===== src/hdl/crmp_pkg.sv =====
// Shared constants, codes and control types of the 5x5 conv / requant / max-pool block.
// No dependencies; every other file but crmp_if.sv refers to this package by scoped names.
package crmp_pkg;

   localparam int MAX_CHANNELS_IN  = 16;
   localparam int MAX_CHANNELS_OUT = 32;
   localparam int MAX_IMAGE_DIM    = 32;
   localparam int KERNEL_SIZE      = 5;
   localparam int TAPS             = KERNEL_SIZE * KERNEL_SIZE;
   localparam int MAX_PAD          = 2;
   localparam int PIX_MAX          = 127;
   // running weight address: co * cin * 25 + cin * 25 stays below 2**15
   localparam int WIDX_W           = 15;

   // item kinds
   localparam logic [1:0] KIND_PIXEL   = 2'd0;
   localparam logic [1:0] KIND_WEIGHT  = 2'd1;
   localparam logic [1:0] KIND_BIAS    = 2'd2;
   localparam logic [1:0] KIND_COMPUTE = 2'd3;

   // register indexes
   localparam logic [2:0] REG_IN_CHANNELS  = 3'd0;
   localparam logic [2:0] REG_IN_HEIGHT    = 3'd1;
   localparam logic [2:0] REG_IN_WIDTH     = 3'd2;
   localparam logic [2:0] REG_OUT_CHANNELS = 3'd3;
   localparam logic [2:0] REG_PAD_AMOUNT   = 3'd4;
   localparam logic [2:0] REG_POOL_ENABLE  = 3'd5;
   localparam logic [2:0] REG_SCALE_FACTOR = 3'd6;
   localparam logic [2:0] REG_SHIFT_AMOUNT = 3'd7;

   typedef struct packed {
      logic [4:0]  in_channels;
      logic [5:0]  in_height;
      logic [5:0]  in_width;
      logic [5:0]  out_channels;
      logic [1:0]  pad_amount;
      logic        pool_enable;
      logic [23:0] scale_factor;
      logic [4:0]  shift_amount;
   } cfg_type;

   typedef struct packed {
      logic       capture;
      logic       write;
      logic       setup0;
      logic       setup1;
      logic       win_init;
      logic       tap;
      logic       next_plane;
      logic       mul;
      logic       requant;
      logic       first_win;
      logic       out_load;
      logic [1:0] win;
      logic [2:0] kh;
      logic [2:0] kw;
   } cmd_type;

   typedef struct packed {
      logic [4:0] cin_eff;
      logic       pool;
   } status_type;

endpackage


===== src/hdl/crmp_ctrl.sv =====
// Sequencer of the conv block: walks windows, input channels and kernel taps,
// and runs the handshakes. Uses crmp_pkg; commands crmp_dp.
module crmp_ctrl (
   input  logic                  clock,
   input  logic                  reset,
   input  logic                  req_valid,
   input  logic [1:0]            req_kind,
   output logic                  req_ready,
   output logic                  rsp_valid,
   input  logic                  rsp_ready,
   input  crmp_pkg::status_type  status,
   output crmp_pkg::cmd_type     cmd
);

   localparam logic [3:0] ST_IDLE   = 4'd0;
   localparam logic [3:0] ST_SETUP0 = 4'd1;
   localparam logic [3:0] ST_SETUP1 = 4'd2;
   localparam logic [3:0] ST_WINIT  = 4'd3;
   localparam logic [3:0] ST_RUN    = 4'd4;
   localparam logic [3:0] ST_DRAIN  = 4'd5;
   localparam logic [3:0] ST_MUL    = 4'd6;
   localparam logic [3:0] ST_REQ    = 4'd7;
   localparam logic [3:0] ST_DONE   = 4'd8;

   localparam logic [2:0] K_LAST     = 3'(crmp_pkg::KERNEL_SIZE - 1);
   localparam logic [1:0] DRAIN_LAST = 2'd2;

   logic [3:0] state_ff, state_in;
   logic [4:0] ci_ff, ci_in;
   logic [2:0] kh_ff, kh_in, kw_ff, kw_in;
   logic [1:0] win_ff, win_in, drain_ff, drain_in;
   logic       rsp_valid_ff, rsp_valid_in;
   logic       plane_end;

   assign req_ready = (state_ff == ST_IDLE);
   assign rsp_valid = rsp_valid_ff;
   assign plane_end = (kh_ff == K_LAST) && (kw_ff == K_LAST);

   always_comb begin
      state_in = state_ff;
      ci_in    = ci_ff;
      kh_in    = kh_ff;
      kw_in    = kw_ff;
      win_in   = win_ff;
      drain_in = drain_ff;
      cmd      = '0;
      cmd.win  = win_ff;
      cmd.kh   = kh_ff;
      cmd.kw   = kw_ff;
      cmd.first_win = (win_ff == 2'd0);
      rsp_valid_in  = rsp_ready ? 1'b0 : rsp_valid_ff;

      unique case (state_ff)
         ST_IDLE: begin
            if (req_valid) begin
               if (req_kind == crmp_pkg::KIND_COMPUTE) begin
                  cmd.capture = 1'b1;
                  state_in    = ST_SETUP0;
               end else begin
                  cmd.write = 1'b1;
               end
            end
         end
         ST_SETUP0: begin
            cmd.setup0 = 1'b1;
            state_in   = ST_SETUP1;
         end
         ST_SETUP1: begin
            cmd.setup1 = 1'b1;
            win_in     = 2'd0;
            state_in   = ST_WINIT;
         end
         ST_WINIT: begin
            cmd.win_init = 1'b1;
            ci_in    = '0;
            kh_in    = '0;
            kw_in    = '0;
            drain_in = '0;
            state_in = (status.cin_eff == 5'd0) ? ST_DRAIN : ST_RUN;
         end
         ST_RUN: begin
            cmd.tap        = 1'b1;
            cmd.next_plane = plane_end;
            if (kw_ff == K_LAST) begin
               kw_in = '0;
               if (kh_ff == K_LAST) begin
                  kh_in = '0;
                  ci_in = ci_ff + 5'd1;
                  if (ci_ff == status.cin_eff - 5'd1) begin
                     drain_in = '0;
                     state_in = ST_DRAIN;
                  end
               end else begin
                  kh_in = kh_ff + 3'd1;
               end
            end else begin
               kw_in = kw_ff + 3'd1;
            end
         end
         ST_DRAIN: begin
            // wait for the last product to reach the accumulator
            drain_in = drain_ff + 2'd1;
            if (drain_ff == DRAIN_LAST) begin
               state_in = ST_MUL;
            end
         end
         ST_MUL: begin
            cmd.mul  = 1'b1;
            state_in = ST_REQ;
         end
         ST_REQ: begin
            cmd.requant = 1'b1;
            if (status.pool && win_ff != 2'd3) begin
               win_in   = win_ff + 2'd1;
               state_in = ST_WINIT;
            end else begin
               state_in = ST_DONE;
            end
         end
         ST_DONE: begin
            // hold until the output register is free
            if (!rsp_valid_ff || rsp_ready) begin
               cmd.out_load = 1'b1;
               rsp_valid_in = 1'b1;
               state_in     = ST_IDLE;
            end
         end
         default: begin
            state_in = ST_IDLE;
         end
      endcase
   end

   always_ff @(posedge clock) begin
      if (reset) begin
         state_ff     <= ST_IDLE;
         ci_ff        <= '0;
         kh_ff        <= '0;
         kw_ff        <= '0;
         win_ff       <= '0;
         drain_ff     <= '0;
         rsp_valid_ff <= 1'b0;
      end else begin
         state_ff     <= state_in;
         ci_ff        <= ci_in;
         kh_ff        <= kh_in;
         kw_ff        <= kw_in;
         win_ff       <= win_in;
         drain_ff     <= drain_in;
         rsp_valid_ff <= rsp_valid_in;
      end
   end

   a_run_channel: assert property (@(posedge clock) disable iff (reset)
      (state_ff == ST_RUN) |-> (ci_ff < status.cin_eff))
      else $error("tap issued past the last input channel");

   a_drain_bound: assert property (@(posedge clock) disable iff (reset)
      (state_ff == ST_DRAIN) |-> (drain_ff <= DRAIN_LAST))
      else $error("drain counter overran");

   a_compute_start: assert property (@(posedge clock) disable iff (reset)
      (req_valid && req_ready && req_kind == crmp_pkg::KIND_COMPUTE)
      |=> (state_ff == ST_SETUP0))
      else $error("compute transfer did not start setup");

   a_load_free: assert property (@(posedge clock) disable iff (reset)
      cmd.out_load |-> (!rsp_valid_ff || rsp_ready))
      else $error("result overwritten before transfer");

endmodule


===== config.mk =====
export PLATFORM = sky130hd
export DESIGN_NAME = crmp_ctrl
export DESIGN_NICKNAME = d
export VERILOG_FILES = /design/src/hdl/crmp_pkg.sv /design/src/hdl/crmp_ctrl.sv
export SDC_FILE = /design/constraint.sdc
export NUM_CORES = 1
export LEC_CHECK = 0
export BUFFER_PORTS_ARGS = -buffer_cell sky130_fd_sc_hd__buf_2
export CORE_ASPECT_RATIO = 0.8
export CORE_UTILIZATION = 25
export CTS_CLUSTER_DIAMETER = 60
export CTS_CLUSTER_SIZE = 12
export DETAILED_ROUTE_END_ITERATION = 12
export GPL_TIMING_DRIVEN = 0
export PLACE_DENSITY = 0.45
export RECOVER_POWER = 100
export REMOVE_ABC_BUFFERS = 1
export SYNTH_ARGS = -nofsm -noshare
export SYNTH_HDL_FRONTEND = slang
export SYNTH_SLANG_ARGS = --single-unit

===== constraint.sdc =====
create_clock -name clock -period 2.2 [get_ports clock]
set_input_delay 0.11 -clock clock [delete_from_list [all_inputs] [get_ports clock]]
set_output_delay 0.11 -clock clock [all_outputs]
set_load 0.005 [all_outputs]

---- Yosys cells after proc, flatten, opt, wreduce, memory -nomap -nowiden ----
Cells that the tools add are included.
word-level totals
  flip-flop bits (word level) ............. 20
  input bits .............................. 12
  output and inout port bits .............. 21
  logic and storage cells ................. 89
operators by class
  add/sub/neg operators ................... 6
  equality and inequality tests ........... 22
  mux-type cells .......................... 39
  reduce and logical (&&, ||, !) cells .... 15
operators by type and width
  kind                                                                 count
  4-bit one-hot mux with 9 select lines                                1
  4-bit 2-to-1 mux                                                     8
  4-bit by 3-bit == test with 1-bit output (second input constant)     4
  2-bit inequality test (second input constant)                        8
  2-bit 2-to-1 mux                                                     7
  1-bit 2-to-1 mux                                                     13
  3-bit one-hot mux with 2 select lines                                2
  5-bit 2-to-1 mux                                                     2
  5-bit one-hot mux with 2 select lines                                1
  3-bit 2-to-1 mux                                                     3
  4-bit by 2-bit == test with 1-bit output (second input constant)     2
  7-bit AND reduction                                                  1
  3-bit by 1-bit adder with 3-bit output (second input constant)       2
  3-bit == test (second input constant)                                2
  2-bit one-hot mux with 3 select lines                                1
  5-bit by 1-bit adder with 5-bit output (second input constant)       1
  5-bit == test                                                        1
  5-bit logical NOT                                                    1
  5-bit by 1-bit subtractor with 5-bit output (second input constant)  1
  2-bit by 1-bit adder with 2-bit output (second input constant)       2
  2-bit == test (second input constant)                                2
  4-bit by 1-bit == test with 1-bit output (second input constant)     1
  4-bit == test (second input constant)                                1
  4-bit logical NOT                                                    1
  11 further kinds                                                     14

---- Depth between registers and ports, before layout ----
  depth in word-level cells ............... 6
  mapped depth ............................ 7
  gate-level depth less buffers ........... 7

---- Worst setup path before layout ----
OpenSTA, ideal clock, no wires.
  path type ............................... register -> register
  from .................................... register kw_ff[0]
  to ...................................... register state_ff[0]
  library setup time ...................... 0.058 ns
  data arrival time ....................... 1.813 ns
  data required time ...................... 2.142 ns
  setup slack ............................. 0.328 ns
  stages on the path, launching flop included .. 7
  path buffers ............................ 0
  clock period less this slack ............ 1.872 ns
  cell sequence ........................... dfxtp_1 inv_1 ha_1 nand4_1 or4_1 o31ai_2 a31o_2
on the way
  word-level cells in the longest chain between the ends .. 3
ends and longest elaborated chain
  element                          line              source
  start, declared                  crmp_ctrl.sv:30   logic [2:0] kh_ff, kh_in, kw_ff, kw_in;
  start signal, assigned           crmp_ctrl.sv:147  kw_ff <= kw_in;
  3-bit == test                    crmp_ctrl.sv:84   if (kw_ff == K_LAST) begin
  2-bit inequality test (no line)  --
  7-bit AND reduction (no line)    --
  end signal, assigned             crmp_ctrl.sv:144  state_ff <= state_in;
  end, declared                    crmp_ctrl.sv:28   logic [3:0] state_ff, state_in;
Every way passes these cells.
A chain may end at the register's enable or synchronous reset.

---- Worst setup path in the final report ----
  from .................................... register kw_ff[0]
  to ...................................... register drain_ff[0]
on the way
  word-level cells in the longest chain between the ends .. 3
ends and longest elaborated chain
  element                          line              source
  3-bit == test                    crmp_ctrl.sv:84
  2-bit inequality test (no line)  --
  4-bit AND reduction (no line)    --
  end signal, assigned             crmp_ctrl.sv:149  drain_ff <= drain_in;
  end, declared                    crmp_ctrl.sv:31   logic [1:0] win_ff, win_in, drain_ff, drain_in;
Every way passes these cells.

==> results_dict.tcl <==
set metrics [dict create \
    r2r_start "kw_ff[0]" \
    finish.utilization_pct 31.5 \
    hpwl_um 2280 \
    path_clk_slew_ps 70 \
    r2r_end "drain_ff[0]" \
    root_buffer "clkbuf_8" \
    cap_viol_max_count 0 \
    synth_ff_type "dfxtp_1" \
    grt_pass1_vias 1071 \
    io_buffers 32 \
    avgSynthCellArea_um2 8.49 \
    crit_path_start_kind "flop" \
    comb_power_share_pct 8.6 \
    clock_latency_ps 250 \
    die_w_um 82.3 \
    crit_required_ps 2320 \
    cp-end-kind "flop" \
    cts_buffer_depth 2 \
    p_int_uw 512 \
    fmax_mhz 486 \
    reg2regPathDepth 6 \
    wl_per_cell_um 11.9 \
    die_y_um 66.3 \
    track_usage_pct 11.4 \
    antenna_found_initial 0 \
    final_common_cell "buf_2" \
    rrSetupSlack_ps 140 \
    drive_gt1_share_pct 20.6 \
    max_slew.worst_pin.slew_ps 522 \
    p_leak_uw 0.000561 \
    synth_edf_count 0 \
    power.density_mw_per_mm2 440 \
    synth-adder-area-share_pct 8.73 \
    synth_xor_area_share_pct 7.47 \
    drtAntennaViolNets 0 \
    synth_top_family_by_area "simple AND/OR/NAND/NOR gates" \
    design.core.area_mm2 0.00476 \
    cts.sinks 20 \
    fin_crit_sh_pct 93.4 \
    initial_core_util_pct 27.1 \
    netlist_area_mm2 0.00129 \
    drt-initial-drc-count 35 \
    use_met3_pct 1.24 \
    synth_cell_types 44 \
    synth-simple-area-share_pct 28.9 \
    synth_compound_area_share_pct 15.8 \
    finalNetCount 203 \
    wl_um 2870 \
    grt_max_degree 22 \
    gp_congestion 0.690 \
    cp.arrival_ps 2170 \
    insertedDiodeCount 0 \
    placementRows 22 \
    yosys_register_bits 20 \
    vias 1158 \
    power.switching_uw 149 \
    synth-async-reset-ratio_pct 0 \
    crit_type "reg2reg" \
    seqPwrFrac_pct 55.6 \
    min_to "rsp_valid" \
    busiest_layer "met2" \
    grt-ovfl-total 0 \
    drc 0 \
    grt_util_met1_pct 13.3 \
    cp_max_fo 4 \
    drt_pass1_iterations 4 \
    hold_path.class "in2reg" \
    worstHoldStart "rsp_ready" \
    ios 33 \
    swShare_pct 22.5 \
    period_needed_ps 2060 \
    h-tree-depth 1 \
    slew_headroom_pct 64.7 \
    ys_seq_area_share_pct 31.0 \
    drv_slew 0 \
    drt-vias-per-instance 4.83 \
    setup_viol 0 \
    hold_viol 0 \
    yosysWarningCount 0 \
    synthToLayoutAreaGrowth_pct 16.4 \
    finalClockSkew_ps 3.43 \
    cts_made_buffers 3 \
    netlist_instances 152 \
    fp.dieArea_mm2 0.00545 \
    cts_tree "done" \
    rsz0062_at_grt "no" \
    status "finished, final reports clean" \
    num-fill-cells 531 \
    most-common-layout-cells "buf_2, dfxtp_1, nor2_1" \
    grtUsageMet2_pct 20.2 \
    p_clk_share_pct 35.8 \
    grt_pass1_wl_um 4660 \
    synthMuxAreaShare_pct 0.776 \
    hold_depth 3 \
    vdd_ir_drop_max_v 0.000194 \
    total_power_uw 660 \
]
worst max-delay path by stage:
stage                 from          end  slack [ps]  cells after the start
2_1_floorplan  state_ff[0]     ci_ff[4]        -120                      5
6_report          kw_ff[0]  drain_ff[0]         140                      6
3_5_place_dp      kw_ff[0]  drain_ff[0]         120                      6
5_1_grt           kw_ff[0]  drain_ff[0]          20                      6
4_1_cts           kw_ff[0]  drain_ff[0]         110                      6
3_3_place_gp   state_ff[0]     ci_ff[3]        -750                      5
layer usage:
metal  share of wire (%)  wire, µm
met2                  50      1440
met5                   0         0
met3                 2.7        77
met1                  45      1300
met4                 1.8        53
registers in the layout, indices dropped and copies added, names as in the netlist:
| signal | cells |
|---|---|
| state_ff | 4 |
| rsp_valid | 1 |
| win_ff | 2 |
| kh_ff | 3 |
| ci_ff | 5 |
| drain_ff | 2 |
| kw_ff | 3 |
synthesized netlist by cell type, types with 4 or more instances:
cell       n  share of area [%]
dfxtp_1   20                 31
nor2_1    16                4.7
nand2_1   11                3.2
nor3_1    11                4.3
a21oi_1    9                3.5
ha_1       9                8.7
inv_1      9                2.6
xnor2_1    6                4.1
xor2_1     5                3.4
nand2b_1   4                1.9
nor2b_1    4                1.9
power by group through the flow:
stage	Clock, µW	Combinational (µW)	Sequential [µW]
finish	236	56.8	367
global route	263	63.9	368
CTS	249	58.2	367
detailed placement	0	58.0	376
global placement	0	56.1	376
floorplan	0	28.9	375
kinds of logic (layout without fill, tap and decap cells):
logic type / count (synthesis) / after routing
AND/OR/NAND/NOR: 66 / 66
AO/OA/AOI/OAI: 27 / 27
flip-flops: 20 / 20
buffers and inverters: 18 / 46
XOR/XNOR: 11 / 11
adder cells (fa/ha/maj): 9 / 9
multiplexers: 1 / 1
layout make-up:
class | instances | area (µm²) | share of cell area [%]
clock buffers | 3 | 41.3 | 2.75
well taps | 60 | 75.1 | 5.00
flip-flops and latches | 20 | 400 | 26.7
repair buffers | 33 | 156 | 10.4
multi-input cells | 114 | 791 | 52.7
inverters | 10 | 37.5 | 2.50
per-stage QoR:
step,hold WS [ps],std cells,TNS [ps],instance area [µm²],worst slack [ps]
finish,150,240,0,1500,144
global route,191,240,0,1500,23.8
CTS,145,240,0,1520,109
detailed placement,420,237,0,1480,122
global placement,410,236,-7770,1470,-751
floorplan,179,144,-282,1230,-118
worst max-delay path, cell delays in order, from the launching register on:
cell	delay (ps)
dfxtp_1	330
inv_1	90
ha_1	210
nand4_1	250
or4_1	630
o31ai_4	300
a221oi_1	120
repair_timing:
item                                   CTS  global route
hold buffers                             0             0
resized for setup                        0             1
setup endpoints to repair                0             1
endpoints found under the hold margin    0             0
setup buffers                            0             0
(Power assumes the default switching activity.)
