## src/hdl/crmp_pkg.sv

```systemverilog
// Shared constants, codes and control types of the 5x5 conv / requant / max-pool block.
// No dependencies; every other file but crmp_if.sv refers to this package by scoped names.
package crmp_pkg;

   localparam int MAX_CHANNELS_IN  = 16;
   localparam int MAX_CHANNELS_OUT = 32;
   localparam int MAX_IMAGE_DIM    = 32;
   localparam int KERNEL_SIZE      = 5;
   localparam int TAPS             = KERNEL_SIZE * KERNEL_SIZE;
   localparam int MAX_PAD          = 2;
   localparam int PIX_MAX          = 127;
   // running weight address: co * cin * 25 + cin * 25 stays below 2**15
   localparam int WIDX_W           = 15;

   // item kinds
   localparam logic [1:0] KIND_PIXEL   = 2'd0;
   localparam logic [1:0] KIND_WEIGHT  = 2'd1;
   localparam logic [1:0] KIND_BIAS    = 2'd2;
   localparam logic [1:0] KIND_COMPUTE = 2'd3;

   // register indexes
   localparam logic [2:0] REG_IN_CHANNELS  = 3'd0;
   localparam logic [2:0] REG_IN_HEIGHT    = 3'd1;
   localparam logic [2:0] REG_IN_WIDTH     = 3'd2;
   localparam logic [2:0] REG_OUT_CHANNELS = 3'd3;
   localparam logic [2:0] REG_PAD_AMOUNT   = 3'd4;
   localparam logic [2:0] REG_POOL_ENABLE  = 3'd5;
   localparam logic [2:0] REG_SCALE_FACTOR = 3'd6;
   localparam logic [2:0] REG_SHIFT_AMOUNT = 3'd7;

   typedef struct packed {
      logic [4:0]  in_channels;
      logic [5:0]  in_height;
      logic [5:0]  in_width;
      logic [5:0]  out_channels;
      logic [1:0]  pad_amount;
      logic        pool_enable;
      logic [23:0] scale_factor;
      logic [4:0]  shift_amount;
   } cfg_type;

   typedef struct packed {
      logic       capture;
      logic       write;
      logic       setup0;
      logic       setup1;
      logic       win_init;
      logic       tap;
      logic       next_plane;
      logic       mul;
      logic       requant;
      logic       first_win;
      logic       out_load;
      logic [1:0] win;
      logic [2:0] kh;
      logic [2:0] kw;
   } cmd_type;

   typedef struct packed {
      logic [4:0] cin_eff;
      logic       pool;
   } status_type;

endpackage

```

## src/hdl/crmp_csr.sv

```systemverilog
// APB-style register file of the conv block.
// Uses crmp_pkg for the register indexes and the configuration struct.
module crmp_csr (
   input  logic               clock,
   input  logic               reset,
   input  logic               psel,
   input  logic               penable,
   input  logic               pwrite,
   input  logic [4:0]         paddr,
   input  logic [31:0]        pwdata,
   output logic [31:0]        prdata,
   output logic               pready,
   output crmp_pkg::cfg_type  cfg
);

   crmp_pkg::cfg_type cfg_ff, cfg_in;
   logic [2:0]        reg_idx;
   logic              wr_en;

   assign reg_idx = paddr[4:2];
   assign wr_en   = psel && penable && pwrite;
   assign pready  = 1'b1;
   assign cfg     = cfg_ff;

   always_comb begin
      cfg_in = cfg_ff;
      if (wr_en) begin
         unique case (reg_idx)
            crmp_pkg::REG_IN_CHANNELS:  cfg_in.in_channels  = pwdata[4:0];
            crmp_pkg::REG_IN_HEIGHT:    cfg_in.in_height    = pwdata[5:0];
            crmp_pkg::REG_IN_WIDTH:     cfg_in.in_width     = pwdata[5:0];
            crmp_pkg::REG_OUT_CHANNELS: cfg_in.out_channels = pwdata[5:0];
            crmp_pkg::REG_PAD_AMOUNT:   cfg_in.pad_amount   = pwdata[1:0];
            crmp_pkg::REG_POOL_ENABLE:  cfg_in.pool_enable  = pwdata[0];
            crmp_pkg::REG_SCALE_FACTOR: cfg_in.scale_factor = pwdata[23:0];
            crmp_pkg::REG_SHIFT_AMOUNT: cfg_in.shift_amount = pwdata[4:0];
         endcase
      end
   end

   always_comb begin
      unique case (reg_idx)
         crmp_pkg::REG_IN_CHANNELS:  prdata = {27'd0, cfg_ff.in_channels};
         crmp_pkg::REG_IN_HEIGHT:    prdata = {26'd0, cfg_ff.in_height};
         crmp_pkg::REG_IN_WIDTH:     prdata = {26'd0, cfg_ff.in_width};
         crmp_pkg::REG_OUT_CHANNELS: prdata = {26'd0, cfg_ff.out_channels};
         crmp_pkg::REG_PAD_AMOUNT:   prdata = {30'd0, cfg_ff.pad_amount};
         crmp_pkg::REG_POOL_ENABLE:  prdata = {31'd0, cfg_ff.pool_enable};
         crmp_pkg::REG_SCALE_FACTOR: prdata = {8'd0, cfg_ff.scale_factor};
         crmp_pkg::REG_SHIFT_AMOUNT: prdata = {27'd0, cfg_ff.shift_amount};
      endcase
   end

   always_ff @(posedge clock) begin
      if (reset) begin
         cfg_ff.in_channels  <= 5'd1;
         cfg_ff.in_height    <= 6'd28;
         cfg_ff.in_width     <= 6'd28;
         cfg_ff.out_channels <= 6'd1;
         cfg_ff.pad_amount   <= 2'd0;
         cfg_ff.pool_enable  <= 1'b0;
         cfg_ff.scale_factor <= 24'd65536;
         cfg_ff.shift_amount <= 5'd0;
      end else begin
         cfg_ff <= cfg_in;
      end
   end

endmodule

```

## config.mk

```make
export PLATFORM = sky130hd
export DESIGN_NAME = crmp_csr
export DESIGN_NICKNAME = d
export VERILOG_FILES = /design/src/hdl/crmp_pkg.sv /design/src/hdl/crmp_csr.sv
export SDC_FILE = /design/constraint.sdc
export NUM_CORES = 1
export LEC_CHECK = 0
export BUFFER_PORTS_ARGS = -buffer_cell sky130_fd_sc_hd__buf_2
export CORE_MARGIN = 4
export CORE_UTILIZATION = 30
export DETAILED_ROUTE_END_ITERATION = 6
export PLACE_DENSITY = 0.62
export SYNTH_ARGS = -nofsm -noshare
export SYNTH_HDL_FRONTEND = slang
export SYNTH_SLANG_ARGS = --single-unit
```

## constraint.sdc

```tcl
create_clock -name clock -period 2.9 [get_ports clock]
set_clock_uncertainty 0.1 [all_clocks]
set_input_delay 0.145 -clock clock [delete_from_list [all_inputs] [get_ports clock]]
set_output_delay 0.145 -clock clock [all_outputs]
set_load 0.005 [all_outputs]
```

# Word level (Yosys, flattened, before mapping)
# Index checks and enable logic that the tools add are counted.
[classes]
n_reduce_logical = 11
muxes = 1
n_eq_ne = 7
[ops]
columns = ["cell", "count"]
rows = [
  ["case mux 32 bit (8 select lines)", 1],
  ["AND reduction 2 bit", 8],
  ["== test 3 bit (second input constant)", 4],
  ["== test 3 x 2 -> 1 bit (second input constant)", 2],
  ["== test 3 x 1 -> 1 bit (second input constant)", 1],
  ["logical NOT 3 bit", 1],
  ["logical AND 1 bit", 2],
]
[word_totals]
wordCells = 27
regBits = 55
out_inout_bits = 88
input_bits = 42

# Logic depth before layout (Yosys ltp)
# Gate-level depths: netlist of the first run.
[logic_depth]
depth_word = 3
depth_mapped = 5
ltp_nobuf = 3

# Worst setup path after synthesis of the first run
# No wires, ideal clock.
[synth_path]
path_kind = "register to output"
from = "register cfg_ff, in the netlist cfg[0]"
to = "output port prdata[0]"
arrival_time_ns = 0.960
path_stages_with_launch = 4
slack_ns = 1.695
path_cell_list = "dfxtp_1 mux2_2 a221oi_1 o22ai_1"
[synth_via]
elab_chain_len = 1
[synth_lines]
columns = ["element", "line_no", "text"]
rows = [
  ["start, declared", "crmp_csr.sv:16", "crmp_pkg::cfg_type cfg_ff, cfg_in;"],
  ["start signal, assigned", "crmp_csr.sv:65", "cfg_ff <= cfg_in;"],
  ["case mux 32 bit (8 select lines)", "crmp_csr.sv:42", "unique case (reg_idx)"],
  ["end, declared", "crmp_csr.sv:11", "output logic [31:0] prdata,"],
]
# Every way passes these cells. The select of a mux whose other input is x is not followed.

# Worst setup path after layout of the first run
# Same ends and word-level chain as after synthesis.

==> qor.csv, run 1 <==
metric,value,unit
"antenna viol nets, final",0,
crit-path cells,mux2_2 -> a221oi_1 -> o22ai_1 -> buf_2,
"commonest cells after routing, fill and taps aside","110 x buf_2, 70 x nand2b_1, 62 x mux2i_1, 55 x dfxtp_1, 19 x and2_1",
initial antenna violation count,0,
GR Util All Layers,13.6,%
Synth Area per Inst,9.54,µm²
Initial DRC Count,44,
Overflow after GRT,0,
# IOs,130,
per-cell routed wire length,14.0,µm
status,"complete, no violations",
Die ar.,11200,µm²
sequential-to-total area share from yosys stat,38.4,%
Core Box Area,9280,µm²
Post-CTS Resized,0,
Slew Limit Fails,0,
setup TNS,0,ns
deepest clock path buffer count,2,
slowest CP cell,dfxtp_1,
total of max-cap violations,0,
vias per std cell,4.46,
"most common cell after layout, fill and taps aside",buf_2,
Die H,106,µm
input/output buffers,110,
clock slew at reported path FFs,0.11,ns
Seq cells post-synth,55,
drt drc,0,
Root Driver,clkbuf_8,
antenna cells,0,
Peak supply drop,0.000164,V
num rows,35,
via count,2442,
clock period minus worst slack,1.75,ns
Worst-Skew Late Latency,0.31,ns
fin crit share,60.2,%
ratio of cells with drive above 1 in the final layout,31.1,%
"Distinct cells, synth",30,
GR Util met2,23.6,%
die width,106,µm
H-tree Lvls,2,
Final GP Congestion,0.707,
CTS sink count,55,
Worst Path Arrival,1.50,ns
Crit Path Category,flip-flop to output pin,
largest net degree at the start of global routing,59,
Ys Warns,0,
GRT Max-Usage Layer,met2,
GR Util met3,3.55,%
Hold Fails Final Rpt,0,
leakage power,1.82,nW
Slew @ Worst Pin,0.800,ns
drt pass-1 iters,4,
"Req. time, crit path",2.65,ns
Post-CTS Setup Bufs,0,
post-layout util,39.9,%
Largest register FFs,55,
Final nets,459,
CTS tree,yes,
cts hold-fix bufs,18,
Layout Area Growth over Synthesis,29.1,%
Final setup viols,0,
Peak Freq,573,MHz
worst relative slew slack,46.7,%
Worst Hold Class,input pin to flip-flop,
synthesized area,2870,µm²
Worst Path Max Fanout,3,
crit end category,output pin,
power density cells,366,nW/µm²
drt total wl,7670,µm
Syn Inst Count,301,
Worst setup SP type,flip-flop,
CP max stage delay,0.35,ns
RSZ-0062 raised after global routing,false,
global-route wire length before repair,12400,µm
cts bufs inserted,5,
Starting Density,30.9,%
vias in the first global route,2460,
placed wire-length estimate,5560,µm
M1 GR Usage,17.0,%
==> cells by family after synthesis <==
| family | share of synthesized area [%] |
|---|---|
| flip-flops | 38.4 |
| other | 0.262 |
| AND/OR/NAND/NOR | 26.9 |
| multiplexers | 23.2 |
| AO/OA/AOI/OAI | 4.05 |
| buffers and inverters | 7.28 |
==> power by group <==
group | internal, mW | switching [mW]
clock | 0.171 | 0.262
combinational | 0.0797 | 0.0768
sequential | 0.760 | 0.00435
==> synth_stat cells (all sizes together) <==
| cell type | instances | share of area, % |
|---|---|---|
| nor2 | 18 | 2.4 |
| o2bb2ai | 2 | 0.61 |
| a22oi | 2 | 0.52 |
| and2b | 2 | 0.52 |
| mux2i | 62 | 22 |
| inv | 2 | 0.26 |
| mux2 | 4 | 1.6 |
| conb | 2 | 0.26 |
| buf | 18 | 5.4 |
| dfxtp | 55 | 38 |
| nand3 | 6 | 1.2 |
| nor3b | 1 | 0.26 |
| o22ai | 1 | 0.22 |
| o311a | 1 | 0.35 |
| and4 | 1 | 0.31 |
| and2 | 19 | 4.1 |
| o21ai | 4 | 0.70 |
| a221oi | 2 | 0.61 |
| nor2b | 3 | 0.65 |
| a221o | 3 | 1.0 |
| clkbuf | 12 | 1.6 |
| and4b | 1 | 0.48 |
| nand2 | 6 | 0.96 |
| nand2b | 70 | 15 |
| nor3 | 4 | 0.70 |
==> layer usage <==
metal | vias to the layer above | wire, µm
met4 | 0 | 46
met1 | 1153 | 3400
met2 | 71 | 3760
li1 | 1213 | -
met3 | 5 | 468
met5 | - | 0
==> stage by stage <==
stage | total power [mW] | area [µm²] | hold WS (ns) | setup WS [ns] | std cells
floorplan | 0.881 | 2900 | 0.200 | 1.69 | 308
global placement | 0.919 | 3440 | 0.307 | 1.19 | 521
detailed placement | 0.922 | 3440 | 0.313 | 1.14 | 521
CTS | 1.38 | 3700 | 0.00390 | 1.12 | 547
global route | 1.43 | 3700 | 0.00801 | 1.10 | 547
finish | 1.35 | 3700 | 0.0154 | 1.15 | 547
==> area by class of cell <==
| cell class | instances | area [µm²] |
|---|---|---|
| fill | 985 | 5580 |
| inverter | 2 | 7.51 |
| clock buffer | 5 | 68.8 |
| timing repair buffer | 132 | 761 |
| clock inverter | 3 | 18.8 |
| tap | 129 | 161 |
| multi-input combinational | 221 | 1590 |
| sequential | 55 | 1100 |
==> critical path: cells and delay by family, from the launching register on <==
family / cells / cell delay [ns]
AOI/OAI and AO/OA: 2 / 0.43
buffers and inverters: 1 / 0.15
muxes: 1 / 0.28
DFF: 1 / 0.35
==> final timing paths <==
kind / endpoint / cells past startpoint / startpoint / slack (ns)
max: prdata[0] / 4 / cfg[0] / 1.15
min reg2reg: cfg[19] / 2 / cfg[19] / 0.39
max reg2reg: cfg[50] / 2 / cfg[50] / 2.13
min: cfg[41] / 3 / pwdata[3] / 0.02
Power figures use the tool's default switching activity.
==> run 2: changes to the inputs <==
- PLACE_DENSITY: 0.62 -> 0.64
- clock period: 2.9 -> 1.6 ns (I/O delays scaled with it)
==> qor.csv, run 2 (synthesis results as in run 1) <==
metric,value,unit,change
Slew Limit Fails,0,,unchanged
Critical R2R Capture,cfg[33],,
Die ar.,11200,µm²,unchanged
Overflow after GRT,0,,unchanged
input/output buffers,110,,unchanged
r2r startpoint,cfg[33],,
"Req. time, crit path",1.42,ns,-1.23 ns
antenna cells,0,,unchanged
Peak Freq,625,MHz,
Peak supply drop,0.000416,V,+150%
"commonest cells after routing, fill and taps aside","110 x buf_2, 70 x nand2b_1, 62 x mux2i_1, 49 x dfxtp_1, 22 x dlygate4sd3_1",,
combinational fraction of design power,12.4,%,+0.8 points
layout filler cell count,939,,-4.7%
Worst-Skew Late Latency,0.30,ns,about the same
capture point of the worst path,prdata[0],,
M1 GR Usage,17.1,%,+0.16 points
Setup WS post-layout,0.000240,ns,-1.15 ns
Worst Path Arrival,1.42,ns,-0.08 ns
clock slew at reported path FFs,0.10,ns,about the same
global-route wire length before repair,12700,µm,+2.5%
"most common cell after layout, fill and taps aside",buf_2,,
RSZ-0062 raised after global routing,true,,
ratio of cells with drive above 1 in the final layout,33.6,%,+2.5 points
per-cell routed wire length,14.0,µm,-0.39%
via count,2509,,+2.7%
GR Util met2,24.1,%,+0.50 points
Psw,0.610,mW,+78%
Layout Area Growth over Synthesis,35.6,%,
Final setup viols,0,,unchanged
crit end category,output pin,,
clock period minus worst slack,1.60,ns,
vias in the first global route,2478,,+0.73%
Net Sw Frac,23.9,%,-1.4 points
drt total wl,7780,µm,+1.4%
final instance area,3890,µm²,+5.1%
setup TNS,0,ns,unchanged
"setup slack, reg-to-reg",0.80,ns,-1.33 ns
Worst Path Max Fanout,3,,unchanged
Die H,106,µm,unchanged
die width,106,µm,unchanged
drt pass-1 iters,4,,unchanged
area post-placement,3540,µm²,+2.9%
Hold Fails Final Rpt,0,,unchanged
H-tree Lvls,2,,unchanged
# IOs,130,,unchanged
Core Box Area,9280,µm²,unchanged
Sequential Power Share,54.3,%,-2.2 points
Final GP Congestion,0.821,,+16%
Worst setup SP type,flip-flop,,
status,"complete, no violations",,
num rows,35,,unchanged
total of max-cap violations,0,,unchanged
CTS sink count,55,,unchanged
Post-Place Worst Slack,0.165,ns,-0.980 ns
Clock power frac,33.3,%,+1.3 points
largest net degree at the start of global routing,55,,-6.8%
Crit Path Category,flip-flop to output pin,,
Starting Density,30.9,%,unchanged
fin crit share,100,%,
Worst Hold Class,input pin to flip-flop,,
multi-input logic area,1600,µm²,+1.0%
placed wire-length estimate,5720,µm,+2.8%
Pint,1.94,mW,+92%
Worst Setup SP,cfg[29],,
Largest register FFs,55,,unchanged
GR Util All Layers,13.9,%,+0.29 points
deepest clock path buffer count,2,,unchanged
worst reg2reg path depth,3,,+1
Register Area,1110,µm²,+0.68%
leakage power,1.90,nW,+4.2%
vias per std cell,4.50,,+0.90%
Final nets,469,,+2.2%
power density cells,656,nW/µm²,+79%
"antenna viol nets, final",0,,unchanged
Root Driver,clkbuf_8,,
GRT Max-Usage Layer,met2,,
initial antenna violation count,0,,unchanged
CTS tree,yes,,
GR Util met3,3.61,%,+0.061 points
drt drc,0,,unchanged
Initial DRC Count,70,,+59%
cts bufs inserted,5,,unchanged
==> run 2: worst min path at each step <==
stage | startpoint | endpoint | slack, ns | depth (start not counted)
after detailed placement | pwdata[17] | cfg[22] | 0.25 | 3
final | pwdata[5] | cfg[37] | 0.02 | 3
after global routing | pwdata[5] | cfg[49] | 0.03 | 3
after CTS | pwdata[5] | cfg[49] | 0.01 | 3
after global placement | pwdata[16] | cfg[21] | 0.24 | 3
after floorplan | pwdata[6] | cfg[11] | 0.14 | 2
==> run 2: per-stage QoR <==
step	hold WS (ns)	power [mW]	utilization (%)	cells
after floorplan	0.135	1.60	-	308
after global placement	0.240	1.69	38.1	526
after detailed placement	0.251	1.69	38.1	526
after CTS	0.0150	2.60	41.7	556
after global routing	0.0318	2.69	41.9	557
final	0.0206	2.55	41.9	557
==> run 2: critical path, stage by stage, from the launching register on <==
cell	delay [ns]
dfxtp_2	0.35
mux2_4	0.27
a221oi_2	0.24
o22ai_1	0.12
buf_2	0.15
==> run 2: final cells by class <==
type / instances / share of cell area [%]
clock buffer: 7 / 2.48
clock inverter: 1 / 0.193
inverter: 2 / 0.193
multi-input combinational: 221 / 41.2
sequential: 55 / 28.5
tap: 129 / 4.15
timing repair buffer: 142 / 23.3
==> run 2: timing repair <==
| item | CTS | global route |
|---|---|---|
| resized for setup | 3 | 7 |
| hold endpoints to repair | 26 | 0 |
| hold buffers | 22 | 0 |
| pin swaps | 2 | 2 |
| setup endpoints to repair | 2 | 3 |
| buffers inserted | 0 | 1 |
==> run 2: layer usage <==
| metal | vias up | wire (µm) | share of wire [%] |
|---|---|---|---|
| met5 | - | 0 | 0 |
| met3 | 5 | 503 | 6.5 |
| li1 | 1243 | - | - |
| met1 | 1185 | 3290 | 42 |
| met4 | 0 | 53 | 0.68 |
| met2 | 76 | 3930 | 51 |
==> run 2: power by group through the flow <==
stage          Sequential, mW  Clock, mW  Combinational (mW)
2_1_floorplan            1.42          0               0.179
3_3_place_gp             1.42          0               0.268
3_5_place_dp             1.42          0               0.274
4_1_cts                  1.39      0.894               0.318
5_1_grt                  1.39      0.948               0.350
6_report                 1.39      0.849               0.318
==> run 3: changes to the inputs <==
- CELL_PAD_IN_SITES_DETAIL_PLACEMENT: default -> 0
- CELL_PAD_IN_SITES_GLOBAL_PLACEMENT: default -> 1
- PLACE_DENSITY: 0.64 -> 0.81
==> qor.csv, run 3 (synthesis results as in run 1) <==
metric,value,unit,change
die width,106,µm,unchanged
CTS sink count,55,,unchanged
Starting Density,30.9,%,unchanged
overall power after layout,2.64,mW,+3.5%
global-route wire length before repair,12200,µm,-3.5%
power density cells,686,nW/µm²,+4.5%
leakage power,1.88,nW,-0.61%
largest net degree at the start of global routing,39,,-29%
status,"complete, no violations",,
Layout Area Growth over Synthesis,34.4,%,
Overflow after GRT,0,,unchanged
input/output buffers,110,,unchanged
ratio of cells with drive above 1 in the final layout,33.6,%,unchanged
RSZ-0062 raised after global routing,true,,
Sequential Power Share,52.4,%,-1.9 points
multi-input logic area,1610,µm²,+0.47%
num rows,35,,unchanged
total of max-cap violations,0,,unchanged
cts bufs inserted,5,,unchanged
hold depth,3,,unchanged
H-tree Lvls,2,,unchanged
Clock power frac,36.0,%,+2.7 points
"most common cell after layout, fill and taps aside",buf_2,,
drt pass-1 iters,4,,unchanged
drt drc,0,,unchanged
Worst Path Max Fanout,3,,unchanged
fin crit share,98.7,%,-1.3 points
layout filler cell count,974,,+3.7%
Setup WS post-layout,0.0205,ns,+0.0203 ns
Post-CTS Setup Bufs,0,,unchanged
area post-placement,3490,µm²,-1.2%
Register Area,1110,µm²,-0.11%
initial antenna violation count,0,,unchanged
Worst setup SP type,flip-flop,,
Largest register FFs,55,,unchanged
per-cell routed wire length,13.6,µm,-2.5%
Worst-Skew Late Latency,0.30,ns,about the same
"antenna viol nets, final",0,,unchanged
Peak supply drop,0.000350,V,-16%
Crit path depth,4,,unchanged
Crit Path Category,flip-flop to output pin,,
Post-Place Worst Slack,0.111,ns,-0.0542 ns
Die ar.,11200,µm²,unchanged
final instance area,3860,µm²,-0.93%
Final GP Congestion,0.794,,-3.2%
clock period minus worst slack,1.58,ns,-0.0203 ns
vias per std cell,4.45,,-1.2%
Worst Hold Class,input pin to flip-flop,,
Final nets,469,,unchanged
"CP delay by family, top",flip-flops,,
crit-path cells,mux2_4 -> a221oi_2 -> o22ai_1 -> buf_2,,
Hold Fails Final Rpt,0,,unchanged
"Req. time, crit path",1.42,ns,about the same
Core Box Area,9280,µm²,unchanged
vias in the first global route,2437,,-1.7%
deepest clock path buffer count,2,,unchanged
placed wire-length estimate,5690,µm,-0.38%
setup TNS,0,ns,unchanged
# IOs,130,,unchanged
Psw,0.629,mW,+3.0%
Net Sw Frac,23.8,%,-0.12 points
drt total wl,7590,µm,-2.5%
Peak Freq,633,MHz,+1.3%
via count,2479,,-1.2%
worst reg2reg path depth,2,,-1
buffer and inverter count on the worst path,1,,unchanged
CTS tree,yes,,
Root Driver,clkbuf_8,,
clock slew at reported path FFs,0.10,ns,about the same
Pint,2.02,mW,+3.7%
"non-filler cells, final",557,,unchanged
Worst Path Arrival,1.40,ns,-0.02 ns
Slew Limit Fails,0,,unchanged
slowest CP cell,dfxtp_2,,
Initial DRC Count,58,,-17%
"commonest cells after routing, fill and taps aside","110 x buf_2, 70 x nand2b_1, 62 x mux2i_1, 50 x dfxtp_1, 22 x dlygate4sd3_1",,
Die H,106,µm,unchanged
GR Util All Layers,13.5,%,-0.41 points
Final setup viols,0,,unchanged
placed cells,527,,+0.19%
CP max stage delay,0.34,ns,about the same
antenna cells,0,,unchanged
combinational fraction of design power,11.6,%,-0.8 points
crit end category,output pin,,
run 3: worst paths after layout:
path / from / to / slack, ns
hold reg to reg: cfg[19] / cfg[19] / 0.39
setup / recovery: cfg[29] / prdata[0] / 0.02
setup reg to reg: cfg[6] / cfg[6] / 0.82
hold / removal: pwdata[5] / cfg[43] / 0.02
run 3: power groups by stage:
stage,Sequential (mW),Clock [mW],Combinational [mW]
2_1_floorplan,1.42,0,0.179
3_3_place_gp,1.42,0,0.258
3_5_place_dp,1.42,0,0.264
4_1_cts,1.39,0.988,0.309
5_1_grt,1.39,1.04,0.340
6_report,1.39,0.951,0.306
run 3: layout make-up:
type | count | share of cell area, %
multi-input combinational | 221 | 41.8
timing repair buffer | 142 | 22.3
clock inverter | 2 | 1.01
tap | 129 | 4.19
inverter | 2 | 0.195
clock buffer | 6 | 1.88
sequential | 55 | 28.7
run 3: what timing repair did:
item	in CTS	in global routing
setup endpoints to repair	2	10
pin swaps	2	0
endpoints found under the hold margin	26	0
hold buffers	22	0
gates resized for setup	3	8
run 3: worst reg2reg max path, cell delays in order, from the launching register on:
cell and delay [ns]:
dfxtp_1 0.39, nand2b_1 0.07, mux2i_1 0.14
run 3: metrics by stage:
step	hold slack, ns	utilization (%)
6_report	0.0180	41.5
5_1_grt	0.0303	41.5
4_1_cts	0.0247	41.4
3_5_place_dp	0.253	37.6
3_3_place_gp	0.239	37.6
2_1_floorplan	0.135	-
run 3: routing by layer:
metal  track usage [%]  vias up  wire length (µm)
li1                  -     1238                 -
met2              23.2       68              3710
met4              2.78        0                47
met1              16.4     1169              3270
met5                 0        -                 0
met3              4.23        4               560
